==> config.mk <==
export PLATFORM = sky130hd
export DESIGN_NAME = priority_span_overlay
export DESIGN_NICKNAME = d
export VERILOG_FILES = /design/src/hw/rtl/pso_pkg.sv /design/src/hw/rtl/pso_table.sv /design/src/hw/rtl/priority_span_overlay.sv
export SDC_FILE = /design/constraint.sdc
export NUM_CORES = 2
export LEC_CHECK = 0
export BUFFER_PORTS_ARGS = -buffer_cell sky130_fd_sc_hd__buf_4
export CORE_MARGIN = 2
export CORE_UTILIZATION = 65
export CTS_BUF_LIST = sky130_fd_sc_hd__clkbuf_8
export CTS_CLUSTER_DIAMETER = 200
export CTS_CLUSTER_SIZE = 16
export DETAILED_ROUTE_END_ITERATION = 16
export HOLD_SLACK_MARGIN = 0.1
export PLACE_DENSITY_LB_ADDON = 0.05
export SLEW_MARGIN = 5
export SYNTH_ARGS = -nofsm -noshare
export SYNTH_HDL_FRONTEND = slang
export SYNTH_SLANG_ARGS = --single-unit
==> constraint.sdc <==
create_clock -name clk -period 24.8 [get_ports clk]
set_input_delay 0 -clock clk [delete_from_list [all_inputs] [get_ports clk]]
set_output_delay 0 -clock clk [all_outputs]
set_load 0.05 [all_outputs]
==> src/hw/rtl/pso_pkg.sv <==
// Package for the priority span overlay: sizes, payload structs, table entry
// layout, sequencer codes and the marker winner function.
// No dependencies; imported by pso_table and priority_span_overlay.
`default_nettype none

package pso_pkg;

    localparam int MAX_RUNS = 32;
    localparam int POS_BITS = 24;
    localparam int IDX_W    = $clog2(MAX_RUNS);
    localparam int CNT_W    = $clog2(MAX_RUNS + 1);
    localparam int UP_W     = POS_BITS + 1;

    localparam logic [1:0] KIND_OPEN = 2'd0;
    localparam logic [1:0] KIND_ADD  = 2'd1;
    localparam logic [1:0] KIND_EMIT = 2'd2;

    localparam logic [1:0] CFG_WINDOW_START = 2'd0;
    localparam logic [1:0] CFG_WINDOW_END   = 2'd1;
    localparam logic [1:0] CFG_OWNER_FIRST  = 2'd2;

    typedef struct packed {
        logic [1:0]          kind;
        logic [POS_BITS-1:0] marker_start;
        logic [POS_BITS-1:0] marker_end;
        logic signed [15:0]  marker_priority;
        logic [15:0]         marker_id;
        logic                owner_match;
    } in_t;

    typedef struct packed {
        logic [POS_BITS-1:0] run_length;
        logic                run_has_marker;
        logic [15:0]         run_marker_id;
        logic signed [15:0]  run_priority;
        logic                overflow;
        logic                last;
    } out_t;

    typedef struct packed {
        logic [POS_BITS-1:0] len;
        logic [15:0]         id;
        logic signed [15:0]  pri;
        logic                own;
        logic                has;
    } entry_t;

    typedef struct packed {
        logic             wr_en;
        logic [IDX_W-1:0] wr_addr;
        entry_t           wr_data;
        logic             rd_en;
        logic [IDX_W-1:0] rd_addr;
    } tbl_req_t;

    typedef enum logic [6:0] {
        ST_IDLE  = 7'b0000001,
        ST_RD    = 7'b0000010,
        ST_CHK   = 7'b0000100,
        ST_SH_RD = 7'b0001000,
        ST_SH_WR = 7'b0010000,
        ST_SP_HI = 7'b0100000,
        ST_SP_LO = 7'b1000000
    } state_t;

    typedef enum logic [3:0] {
        PH_SPLIT_ST = 4'b0001,
        PH_SPLIT_EN = 4'b0010,
        PH_COMB     = 4'b0100,
        PH_EMIT     = 4'b1000
    } phase_t;

    // New marker takes the run: empty run, owner decides when enabled and
    // owners differ, else strictly higher priority.
    function automatic logic marker_wins(input entry_t old, input logic owner_first,
                                         input logic own, input logic signed [15:0] pri);
        logic take;
        take = (old.pri < pri);
        if (owner_first && (old.own != own))
            take = own;
        if (!old.has)
            take = 1'b1;
        return take;
    endfunction

endpackage

`default_nettype wire

==> src/hw/rtl/pso_table.sv <==
// Run table storage: one write port and one registered read port.
// Depends on pso_pkg.
`default_nettype none

module pso_table (
    input  wire logic              clk,
    input  wire pso_pkg::tbl_req_t req,
    output pso_pkg::entry_t        rd_data
);
    import pso_pkg::*;

    entry_t mem [MAX_RUNS];
    entry_t rd_data_reg;

    always_ff @(posedge clk)
    begin
        if (req.wr_en)
        begin
            mem[req.wr_addr] <= req.wr_data;
        end
        if (req.rd_en)
        begin
            rd_data_reg <= mem[req.rd_addr];
        end
    end

    assign rd_data = rd_data_reg;

endmodule

`default_nettype wire

==> src/hw/rtl/priority_span_overlay.sv <==
// Top level of the priority span overlay: handshakes, configuration
// registers and the sequencer that walks the run table.
// Depends on pso_pkg and pso_table.
`default_nettype none

// Open resets the table from the idle state; emit walks the runs, and
// the results stream through a one-entry output register that holds the walk
// while out_stall is high; add runs two split walks with shifting, then the
// combine walk. The single table read port shapes these walks: every entry
// visited takes a read state and a check state, every entry shifted a read
// state and a write state.
// One item at a time; in_stall is high while the sequencer is busy.
// Reset clears the run count, overflow flag, configuration registers and sequencer.
module priority_span_overlay (
    input  wire logic                          clk,
    input  wire logic                          rst_n,
    input  wire logic                          in_valid,
    output logic                               in_stall,
    input  wire pso_pkg::in_t                  in_data,
    output logic                               out_valid,
    input  wire logic                          out_stall,
    output pso_pkg::out_t                      out_data,
    input  wire logic                          cfg_valid,
    output logic                               cfg_ready,
    input  wire logic [1:0]                    cfg_index,
    input  wire logic [pso_pkg::POS_BITS-1:0]  cfg_data
);
    import pso_pkg::*;

    // Configuration registers
    logic [POS_BITS-1:0] win_start_reg;
    logic [POS_BITS-1:0] win_end_reg;
    logic                owner_first_reg;

    // Table bookkeeping
    logic [CNT_W-1:0]    count_reg, count_next;
    logic                overflow_seen_reg, overflow_seen_next;

    // Sequencer
    state_t              state_reg, state_next;
    phase_t              phase_reg, phase_next;
    logic [CNT_W-1:0]    idx_reg, idx_next;     // walk index
    logic [CNT_W-1:0]    k_reg, k_next;         // shift index
    logic [UP_W-1:0]     up_reg, up_next;       // start position of entry idx

    // Marker held for the add
    logic [POS_BITS-1:0] st_reg, st_next;
    logic [POS_BITS-1:0] en_reg, en_next;
    logic signed [15:0]  pri_reg, pri_next;
    logic [15:0]         id_reg, id_next;
    logic                own_reg, own_next;

    // Split point found by the walk
    logic [CNT_W-1:0]    hit_reg, hit_next;
    logic [UP_W-1:0]     hit_s_reg, hit_s_next;
    logic [UP_W-1:0]     hit_e_reg, hit_e_next;
    entry_t              hit_ent_reg, hit_ent_next;

    // Output register
    logic                out_valid_reg, out_valid_next;
    out_t                out_data_reg, out_data_next;

    tbl_req_t            req;
    entry_t              rd_ent;

    logic                in_xfer;
    logic [UP_W-1:0]     run_s;
    logic [UP_W-1:0]     run_e;
    logic [UP_W-1:0]     pos;
    logic [POS_BITS-1:0] clamp_st;
    logic [POS_BITS-1:0] clamp_en;
    entry_t              comb_ent;
    entry_t              new_ent;

    pso_table u_table (
        .clk     (clk),
        .req     (req),
        .rd_data (rd_ent)
    );

    assign in_stall  = (state_reg != ST_IDLE);
    assign in_xfer   = in_valid && !in_stall;
    assign cfg_ready = 1'b1;
    assign out_valid = out_valid_reg;
    assign out_data  = out_data_reg;

    assign run_s    = up_reg;
    assign run_e    = up_reg + {1'b0, rd_ent.len};
    assign pos      = (phase_reg == PH_SPLIT_EN) ? {1'b0, en_reg} : {1'b0, st_reg};
    assign clamp_st = (in_data.marker_start > win_start_reg) ? in_data.marker_start
                                                            : win_start_reg;
    assign clamp_en = (in_data.marker_end < win_end_reg) ? in_data.marker_end
                                                        : win_end_reg;

    always_comb
    begin
        comb_ent     = rd_ent;
        comb_ent.id  = id_reg;
        comb_ent.pri = pri_reg;
        comb_ent.own = own_reg;
        comb_ent.has = 1'b1;
    end

    // Configuration writes; index beyond the list is dropped
    always_ff @(posedge clk or negedge rst_n)
    begin
        if (!rst_n)
        begin
            win_start_reg   <= '0;
            win_end_reg     <= '0;
            owner_first_reg <= 1'b0;
        end
        else if (cfg_valid && cfg_ready)
        begin
            case (cfg_index)
                CFG_WINDOW_START: win_start_reg   <= cfg_data;
                CFG_WINDOW_END:   win_end_reg     <= cfg_data;
                CFG_OWNER_FIRST:  owner_first_reg <= cfg_data[0];
                default:          ;
            endcase
        end
    end

    always_comb
    begin
        state_next         = state_reg;
        phase_next         = phase_reg;
        idx_next           = idx_reg;
        k_next             = k_reg;
        up_next            = up_reg;
        count_next         = count_reg;
        overflow_seen_next = overflow_seen_reg;
        st_next            = st_reg;
        en_next            = en_reg;
        pri_next           = pri_reg;
        id_next            = id_reg;
        own_next           = own_reg;
        hit_next           = hit_reg;
        hit_s_next         = hit_s_reg;
        hit_e_next         = hit_e_reg;
        hit_ent_next       = hit_ent_reg;
        out_data_next      = out_data_reg;
        out_valid_next     = out_valid_reg && out_stall;
        req                = '0;
        new_ent            = '0;

        case (state_reg)
            ST_IDLE:
            begin
                if (in_xfer)
                begin
                    case (in_data.kind)
                        KIND_OPEN:
                        begin
                            overflow_seen_next = 1'b0;
                            count_next         = '0;
                            if (win_end_reg > win_start_reg)
                            begin
                                new_ent.len = win_end_reg - win_start_reg;
                                req.wr_en   = 1'b1;
                                req.wr_addr = '0;
                                req.wr_data = new_ent;
                                count_next  = CNT_W'(1);
                            end
                        end
                        KIND_ADD:
                        begin
                            st_next  = clamp_st;
                            en_next  = clamp_en;
                            pri_next = in_data.marker_priority;
                            id_next  = in_data.marker_id;
                            own_next = in_data.owner_match;
                            if (clamp_st <= clamp_en)
                            begin
                                phase_next = PH_SPLIT_ST;
                                idx_next   = '0;
                                up_next    = {1'b0, win_start_reg};
                                state_next = ST_RD;
                            end
                        end
                        KIND_EMIT:
                        begin
                            phase_next = PH_EMIT;
                            idx_next   = '0;
                            state_next = ST_RD;
                        end
                        default: ;
                    endcase
                end
            end

            ST_RD:
            begin
                if (idx_reg < count_reg)
                begin
                    req.rd_en   = 1'b1;
                    req.rd_addr = idx_reg[IDX_W-1:0];
                    state_next  = ST_CHK;
                end
                else
                begin
                    // Walk finished: advance to the next phase
                    idx_next = '0;
                    up_next  = {1'b0, win_start_reg};
                    case (phase_reg)
                        PH_SPLIT_ST: phase_next = PH_SPLIT_EN;
                        PH_SPLIT_EN: phase_next = PH_COMB;
                        default:     state_next = ST_IDLE;
                    endcase
                end
            end

            ST_CHK:
            begin
                case (phase_reg)
                    PH_SPLIT_ST, PH_SPLIT_EN:
                    begin
                        if ((pos > run_s) && (pos < run_e))
                        begin
                            hit_next     = idx_reg;
                            hit_s_next   = run_s;
                            hit_e_next   = run_e;
                            hit_ent_next = rd_ent;
                            if (count_reg >= CNT_W'(MAX_RUNS))
                            begin
                                // Drop the split and move on
                                overflow_seen_next = 1'b1;
                                idx_next           = count_reg;
                                state_next         = ST_RD;
                            end
                            else
                            begin
                                k_next     = count_reg;
                                state_next = (count_reg > idx_reg + CNT_W'(1)) ? ST_SH_RD
                                                                               : ST_SP_HI;
                            end
                        end
                        else
                        begin
                            up_next    = run_e;
                            idx_next   = idx_reg + CNT_W'(1);
                            state_next = ST_RD;
                        end
                    end
                    PH_COMB:
                    begin
                        if (({1'b0, st_reg} <= run_s) && (run_e <= {1'b0, en_reg})
                            && marker_wins(rd_ent, owner_first_reg, own_reg, pri_reg))
                        begin
                            req.wr_en   = 1'b1;
                            req.wr_addr = idx_reg[IDX_W-1:0];
                            req.wr_data = comb_ent;
                        end
                        up_next    = run_e;
                        idx_next   = idx_reg + CNT_W'(1);
                        state_next = ST_RD;
                    end
                    default:
                    begin
                        // Emit: hold until the output register frees up
                        if (!out_valid_reg || !out_stall)
                        begin
                            out_valid_next               = 1'b1;
                            out_data_next.run_length     = rd_ent.len;
                            out_data_next.run_has_marker = rd_ent.has;
                            out_data_next.run_marker_id  = rd_ent.has ? rd_ent.id : 16'd0;
                            out_data_next.run_priority   = rd_ent.has ? rd_ent.pri : 16'sd0;
                            out_data_next.overflow       = overflow_seen_reg;
                            out_data_next.last = (idx_reg == count_reg - CNT_W'(1));
                            idx_next   = idx_reg + CNT_W'(1);
                            state_next = ST_RD;
                        end
                    end
                endcase
            end

            ST_SH_RD:
            begin
                req.rd_en   = 1'b1;
                req.rd_addr = IDX_W'(k_reg - CNT_W'(1));
                state_next  = ST_SH_WR;
            end

            ST_SH_WR:
            begin
                req.wr_en   = 1'b1;
                req.wr_addr = k_reg[IDX_W-1:0];
                req.wr_data = rd_ent;
                k_next      = k_reg - CNT_W'(1);
                state_next  = (k_reg - CNT_W'(1) > hit_reg + CNT_W'(1)) ? ST_SH_RD
                                                                        : ST_SP_HI;
            end

            ST_SP_HI:
            begin
                new_ent     = hit_ent_reg;
                new_ent.len = POS_BITS'(hit_e_reg - pos);
                req.wr_en   = 1'b1;
                req.wr_addr = IDX_W'(hit_reg + CNT_W'(1));
                req.wr_data = new_ent;
                state_next  = ST_SP_LO;
            end

            ST_SP_LO:
            begin
                new_ent     = hit_ent_reg;
                new_ent.len = POS_BITS'(pos - hit_s_reg);
                req.wr_en   = 1'b1;
                req.wr_addr = hit_reg[IDX_W-1:0];
                req.wr_data = new_ent;
                count_next  = count_reg + CNT_W'(1);
                // Split done: end this walk
                idx_next    = count_reg + CNT_W'(1);
                state_next  = ST_RD;
            end

            default: state_next = ST_IDLE;
        endcase
    end

    always_ff @(posedge clk or negedge rst_n)
    begin
        if (!rst_n)
        begin
            state_reg         <= ST_IDLE;
            phase_reg         <= PH_SPLIT_ST;
            count_reg         <= '0;
            overflow_seen_reg <= 1'b0;
            out_valid_reg     <= 1'b0;
            idx_reg           <= '0;
            k_reg             <= '0;
        end
        else
        begin
            state_reg         <= state_next;
            phase_reg         <= phase_next;
            count_reg         <= count_next;
            overflow_seen_reg <= overflow_seen_next;
            out_valid_reg     <= out_valid_next;
            idx_reg           <= idx_next;
            k_reg             <= k_next;
        end
    end

    always_ff @(posedge clk)
    begin
        up_reg       <= up_next;
        st_reg       <= st_next;
        en_reg       <= en_next;
        pri_reg      <= pri_next;
        id_reg       <= id_next;
        own_reg      <= own_next;
        hit_reg      <= hit_next;
        hit_s_reg    <= hit_s_next;
        hit_e_reg    <= hit_e_next;
        hit_ent_reg  <= hit_ent_next;
        out_data_reg <= out_data_next;
    end

`ifndef NO_ASSERTIONS
    a_count_range: assert property (@(posedge clk) disable iff (!rst_n)
        count_reg <= CNT_W'(MAX_RUNS))
        else $error("run count beyond table size");

    a_out_from_emit: assert property (@(posedge clk) disable iff (!rst_n)
        $rose(out_valid_reg) |-> $past(phase_reg == PH_EMIT))
        else $error("result produced outside an emit");

    a_open_count: assert property (@(posedge clk) disable iff (!rst_n)
        (in_xfer && in_data.kind == KIND_OPEN) |=> (count_reg <= CNT_W'(1)))
        else $error("open left more than one run");

    a_overflow_full: assert property (@(posedge clk) disable iff (!rst_n)
        $rose(overflow_seen_reg) |-> $past(count_reg) == CNT_W'(MAX_RUNS))
        else $error("overflow flagged with table space left");
`endif

endmodule

`default_nettype wire

# Word level (Yosys, flattened, before mapping)
# Memories as Yosys holds them, arrays and structs flattened. A register that Yosys moved wholly into a read port is not among the register bits.
# Cells that the tools add are included.
# classes
n_addsub	9
magnitude_cmp	13
eq_ne	34
n_mux	68
bitwise_logic	1
n_reduce_logical	33
# op_table
operator	count
two-way mux 64 bit	5
case mux 64 bit (5 select lines)	1
two-way mux 25 bit	5
two-way mux 6 bit	15
case mux 25 bit (3 select lines)	1
two-way mux 24 bit	3
subtractor 24 bit	3
case mux 6 bit (2 select lines)	5
case mux 25 bit (2 select lines)	1
case mux 7 bit (7 select lines)	1
greater-than comparator 24 bit	2
two-way mux 7 bit	6
case mux 7 bit (2 select lines)	2
adder 25 x 24 -> 25 bit	1
greater-than comparator 24 x 25 -> 1 bit	1
less-or-equal comparator 24 x 25 -> 1 bit	1
less-or-equal comparator 25 x 24 -> 1 bit	1
< comparator 24 x 25 -> 1 bit	1
less-or-equal comparator 24 bit	1
< comparator 24 bit	1
case mux 4 bit (2 select lines)	3
case mux 6 bit (4 select lines)	1
adder 6 x 1 -> 6 bit, second input constant	3
< comparator 16 bit	1
other kinds (43)	93
# totals
ff_bits	333
ram_bits	1856
input_bits	114
output_inout_bits	62
elab_cells	188
n_memories	1
# memory_table
name	words	width	rd	rd_ports_with_merged_regs	write_ports	line_no	rtl
u_table.mem	32	58	1	1	1	pso_table.sv:12	entry_t mem [MAX_RUNS];

# Logic depth before layout (Yosys ltp)
# logic_depth
word_depth	12
depth_mapped	24
mapped_depth_nobuf	21

# Hierarchy
# Synthesis repeated with hierarchy kept, for this count alone.
# hier_totals
hier_cells	6428
area_unflattened_um2	97728.7
# by_module_without_submodules
module	n_inst	cells_per_inst	area_each_um2	seq_area_each_um2
pso_table	1	4055	73780.8	57475.1
priority_span_overlay	1	2373	23948.0	9601.7

# Worst setup path before layout
# Ideal clock, no wire load.
# synth_path
kind	flip-flop to flip-flop
start	register up_reg[0] (netlist: run_s[0])
end	memory u_table.mem[24][0] in the netlist's numbering (enable)
setup_ns	0.785
t_arrival_ns	13.282
required_time_ns	24.015
path_slack_ns	10.732
path_stages_with_launch	22
n_path_buf	1
synth_period_minus_slack_ns	14.068
path_cell_list	edfxtp_1 -> ha_1 -> fa_1 -> a211oi_1 -> o211ai_1 -> a21boi_0 -> o21ai_0 -> a21o_1 -> a21oi_1 -> xnor2_1 -> inv_1 -> ha_1 -> nand4_1 -> inv_1 -> a2111oi_0 -> o21ai_0 -> o21ai_0 -> o211a_1 -> buf_2 -> and2_1 -> o21ai_0 -> a2111oi_0
# synth_via
elab_chain_cells	9
elab_cells_between_ends	10
cone_classes	add/sub (1); order compare (2); mux (5); reduce/logical (2)
# synth_rtl
element	line_no	rtl
start: declaration	priority_span_overlay.sv:44	logic [UP_W-1:0] up_reg, up_next;
start signal: assignment	priority_span_overlay.sv:347	up_reg <= up_next;
adder 25 x 24 -> 25 bit (*)	priority_span_overlay.sv:88	assign run_e = up_reg + {1'b0, rd_ent.len};
named net run_e[16]	priority_span_overlay.sv:68	logic [UP_W-1:0] run_e;
less-or-equal comparator 25 x 24 -> 1 bit (*)	priority_span_overlay.sv:247	if (({1'b0, st_reg} <= run_s) && (run_e <= {1'b0, en_reg})
logical AND 1 bit (*)	priority_span_overlay.sv:247	
logical AND 1 bit (*)	priority_span_overlay.sv:248	&& marker_wins(rd_ent, owner_first_reg, own_reg, pri_reg))
two-way mux 64 bit (*)	priority_span_overlay.sv:247	
two-way mux 64 bit (*)	priority_span_overlay.sv:215	case (phase_reg)
case mux 64 bit (5 select lines) (*)	priority_span_overlay.sv:147	case (state_reg)
two-way mux 1 bit	pso_table.sv:17	if (req.wr_en)
two-way mux 1 bit (not written as such)	pso_table.sv:19	mem[req.wr_addr] <= req.wr_data;
end: declaration	pso_table.sv:12	
# Mark *: on every way through the listed nets, which the timed path passes. The rest lies on a longest branch.

# Worst setup path in the final report
# layout_path
start	register up_reg[0] (netlist: run_s[0])
end	memory u_table.mem[17][0] in the netlist's numbering (enable)
# The elaborated chain is that of the path after synthesis.

==> impl_metrics.ini <==
[floorplan]
num_rows = 141
core-area_um2 = 148000
dieWidth_um = 390.3
io_pins = 176
die_area_um2 = 152300
die_height_um = 390.3
start_util_pct = 65.53

[clock_network]
root_buffer = clkbuf_8
clk_latency_ns = 1.00
post_cts_resized = 0
cts_made_buffers = 158
cts_tree = done
clk_pin_slew_worst_paths_ns = 0.11
clock_path_buffers = 3
htree_levels = 4
cts_num_sinks = 2247

[cells_and_area]
drive_gt1_share_pct = 8.789
largest_reg_flops = 1856
nets = 8246
utilization_pct = 71.55
final_cells = 9798
area_growth_pct = 9.190

[logic_synthesis]
netlist_area_um2 = 96990
ys_types = 89
netlist_instances = 7474
synth-seq-cells = 2247
synth_edf_count = 2167
synth-main-ff-cell = edfxtp_1
yosysWarningCount = 0
synthesis.nets = 7894
seq_area_frac_synth_pct = 69.16
syn_area_per_cell_um2 = 12.98
async_flop_share_pct = 3.560

[timing]
max_freq_ghz = 0.1166
setup_tns_ns = 0
finalMaxSlewViolations = 0
tightest_slew_ns = 1.364
finalCriticalPeriod_ns = 8.579
slew_headroom_pct = 9.096
timing.final.crit_share_pct = 34.59
grt_setup_unrepaired = false
setup_viol = 0
skew_ns = 0.08087
hold_violations = 0

[global_route]
grt_usage_pct = 38.08
overflow = 0
antenna_found_initial = 8
grt_pass1_wl_mm = 420.9
grt_pass1_vias = 63450
grt_max_degree = 193

[critical_path]
cp_data_arrival_time_ns = 9.14
critPathMaxFanout = 37
critPathRequiredTime_ns = 25.36
end_kind = register
cp-start-kind = register
critical_path_class = register to register

[drt]
ant_nets = 0
wire_per_inst_um = 29.76
vias = 65640
dr.pass1.iters = 6
drtIter0Drc = 9127
vias_per_cell = 6.700
drc = 0
drt-total-wl_mm = 291.6

[worst_hold_path]
min_path_type = input pin to register

[power]
p_sw_share_pct = 26.31
clockPowerShare_pct = 25.0
p_seq_share_pct = 60.4
p_total_mw = 7.050
pwr-share-comb_pct = 14.6
leakage_nw = 39.68
p_sw_mw = 1.855
power_density_nw_per_um2 = 66.56
ir_worst_vdd_mv = 0.05947
intPower_mw = 5.195

[placement]
place_hpwl_mm = 170.3
finalWeightedCongestion = 0.9548
port_buffers = 174
dp_cells = 9328

[job]
drv_cap = 0

[run_status]
status = complete, no violations
## final timing paths
| path | end | start | slack [ns] | depth (start not counted) |
|---|---|---|---|---|
| setup / recovery | u_table.mem[17][0] | run_s[0] | 16.22 | 21 |
| hold / removal | win_start_reg[1] | cfg_index[1] | 0.24 | 6 |
| setup reg to reg | u_table.mem[17][0] | run_s[0] | 16.22 | 21 |
| hold reg to reg | hit_s_reg[9] | run_s[9] | 0.49 | 0 |
| max in group asynchronous | k_reg[2] | rst_n | 23.15 | 6 |
| min in group asynchronous | win_end_reg[15] | rst_n | 0.59 | 5 |
## metal layers
layer / GRT usage [%] / share of wire, % / vias to the layer above
met1: 53.40 / 38 / 32270
met2: 58.44 / 45 / 4281
met5: 0 / 0.0045 / -
met3: 7.655 / 11 / 722
met4: 17.03 / 4.9 / 2
li1: - / - / 28370
## through the flow
stage,worst slack [ns],cell area [um^2],hold WS [ns]
6_report,16.22,105900,0.2424
2_1_floorplan,10.73,96990,-0.2956
4_1_cts,16.35,105900,0.1196
3_5_place_dp,16.44,100700,-0.03129
5_1_grt,15.95,105900,0.2396
3_3_place_gp,16.55,100700,-0.03272
## repair_timing
action,in CTS,in global routing
endpoints found under the hold margin,304,0
setup endpoints to repair,0,0
setup buffers,0,0
hold buffers,268,0
## layout by cell type (no fill, tap or decap), types with 48 or more instances in the layout
master / instances
a211oi_1: 48
a21o_1: 77
a21oi_1: 244
a31oi_1: 142
and3_1: 141
buf_4: 305
clkbuf_8: 161
dfrtp_1: 78
dlygate4sd3_1: 267
edfxtp_1: 2167
ha_1: 302
inv_1: 252
mux2_2: 103
mux2i_1: 153
nand2_1: 1521
nand3_1: 466
nor2_1: 194
nor4_1: 50
o211ai_1: 77
o21ai_0: 229
o22ai_1: 165
xnor2_1: 65
## layout make-up
| cell class | instances | area (um^2) |
|---|---|---|
| flip-flops and latches | 2247 | 67080 |
| fillers | 9877 | 42110 |
| multi-input cells | 4611 | 28020 |
| repair buffers | 577 | 5062 |
| well taps | 1930 | 2415 |
| clock buffers | 161 | 2216 |
| inverters | 231 | 867.1 |
| clock inverters | 35 | 236.5 |
| diodes | 6 | 15.01 |
## power groups by stage
stage / clock network (mW) / registers (mW) / logic, mW
3_5_place_dp: 0 / 4.34 / 0.942
6_report: 1.76 / 4.26 / 1.03
4_1_cts: 1.77 / 4.26 / 0.994
3_3_place_gp: 0 / 4.34 / 0.933
2_1_floorplan: 0 / 4.32 / 0.633
5_1_grt: 1.89 / 4.27 / 1.11
## kinds of logic after synthesis
logic type | after synthesis | share of synthesized area [%]
other cells | 1 | 0.003866
compound gates | 1274 | 8.483
mux | 256 | 2.775
simple gates | 2672 | 12.18
xor+xnor | 102 | 0.9210
fa+ha+maj | 306 | 3.978
flops | 2247 | 69.16
buf+inv | 616 | 2.504
## worst max-delay path: stages, from the launching register on
cell and delay (ns):
edfxtp_1 0.46, ha_1 0.27, fa_1 0.44, a211oi_1 0.37
o211ai_1 0.23, a21boi_0 0.40, o21ai_0 0.23, a21o_1 0.22
a21oi_1 0.17, xnor2_1 0.21, inv_1 0.11, ha_1 0.31
nand4_1 0.15, nor3_1 0.38, o21ai_0 0.14, o21ai_0 0.26
o21ai_0 0.11, o211a_1 0.39, a31oi_1 0.85, nand3b_1 0.53
nor2_4 1.01, buf_4 0.86
## Yosys cell counts, types with 65 or more instances
master | instances | area (um^2)
mux2_2 | 103 | 1160
edfxtp_1 | 2167 | 65070
o211ai_1 | 77 | 578.1
and3_1 | 143 | 894.6
ha_1 | 302 | 3779
o22ai_1 | 165 | 1032
a21o_1 | 77 | 578.1
nand2_1 | 1528 | 5736
a31oi_1 | 144 | 900.9
o21ai_0 | 234 | 1171
nand3_1 | 466 | 2332
nor2_1 | 220 | 825.8
clkbuf_1 | 273 | 1025
inv_1 | 230 | 863.3
a21oi_1 | 247 | 1236
dfrtp_1 | 78 | 1952
xnor2_1 | 65 | 569.3
mux2i_1 | 153 | 1531
No activity file was read; power rests on OpenSTA's default activity.
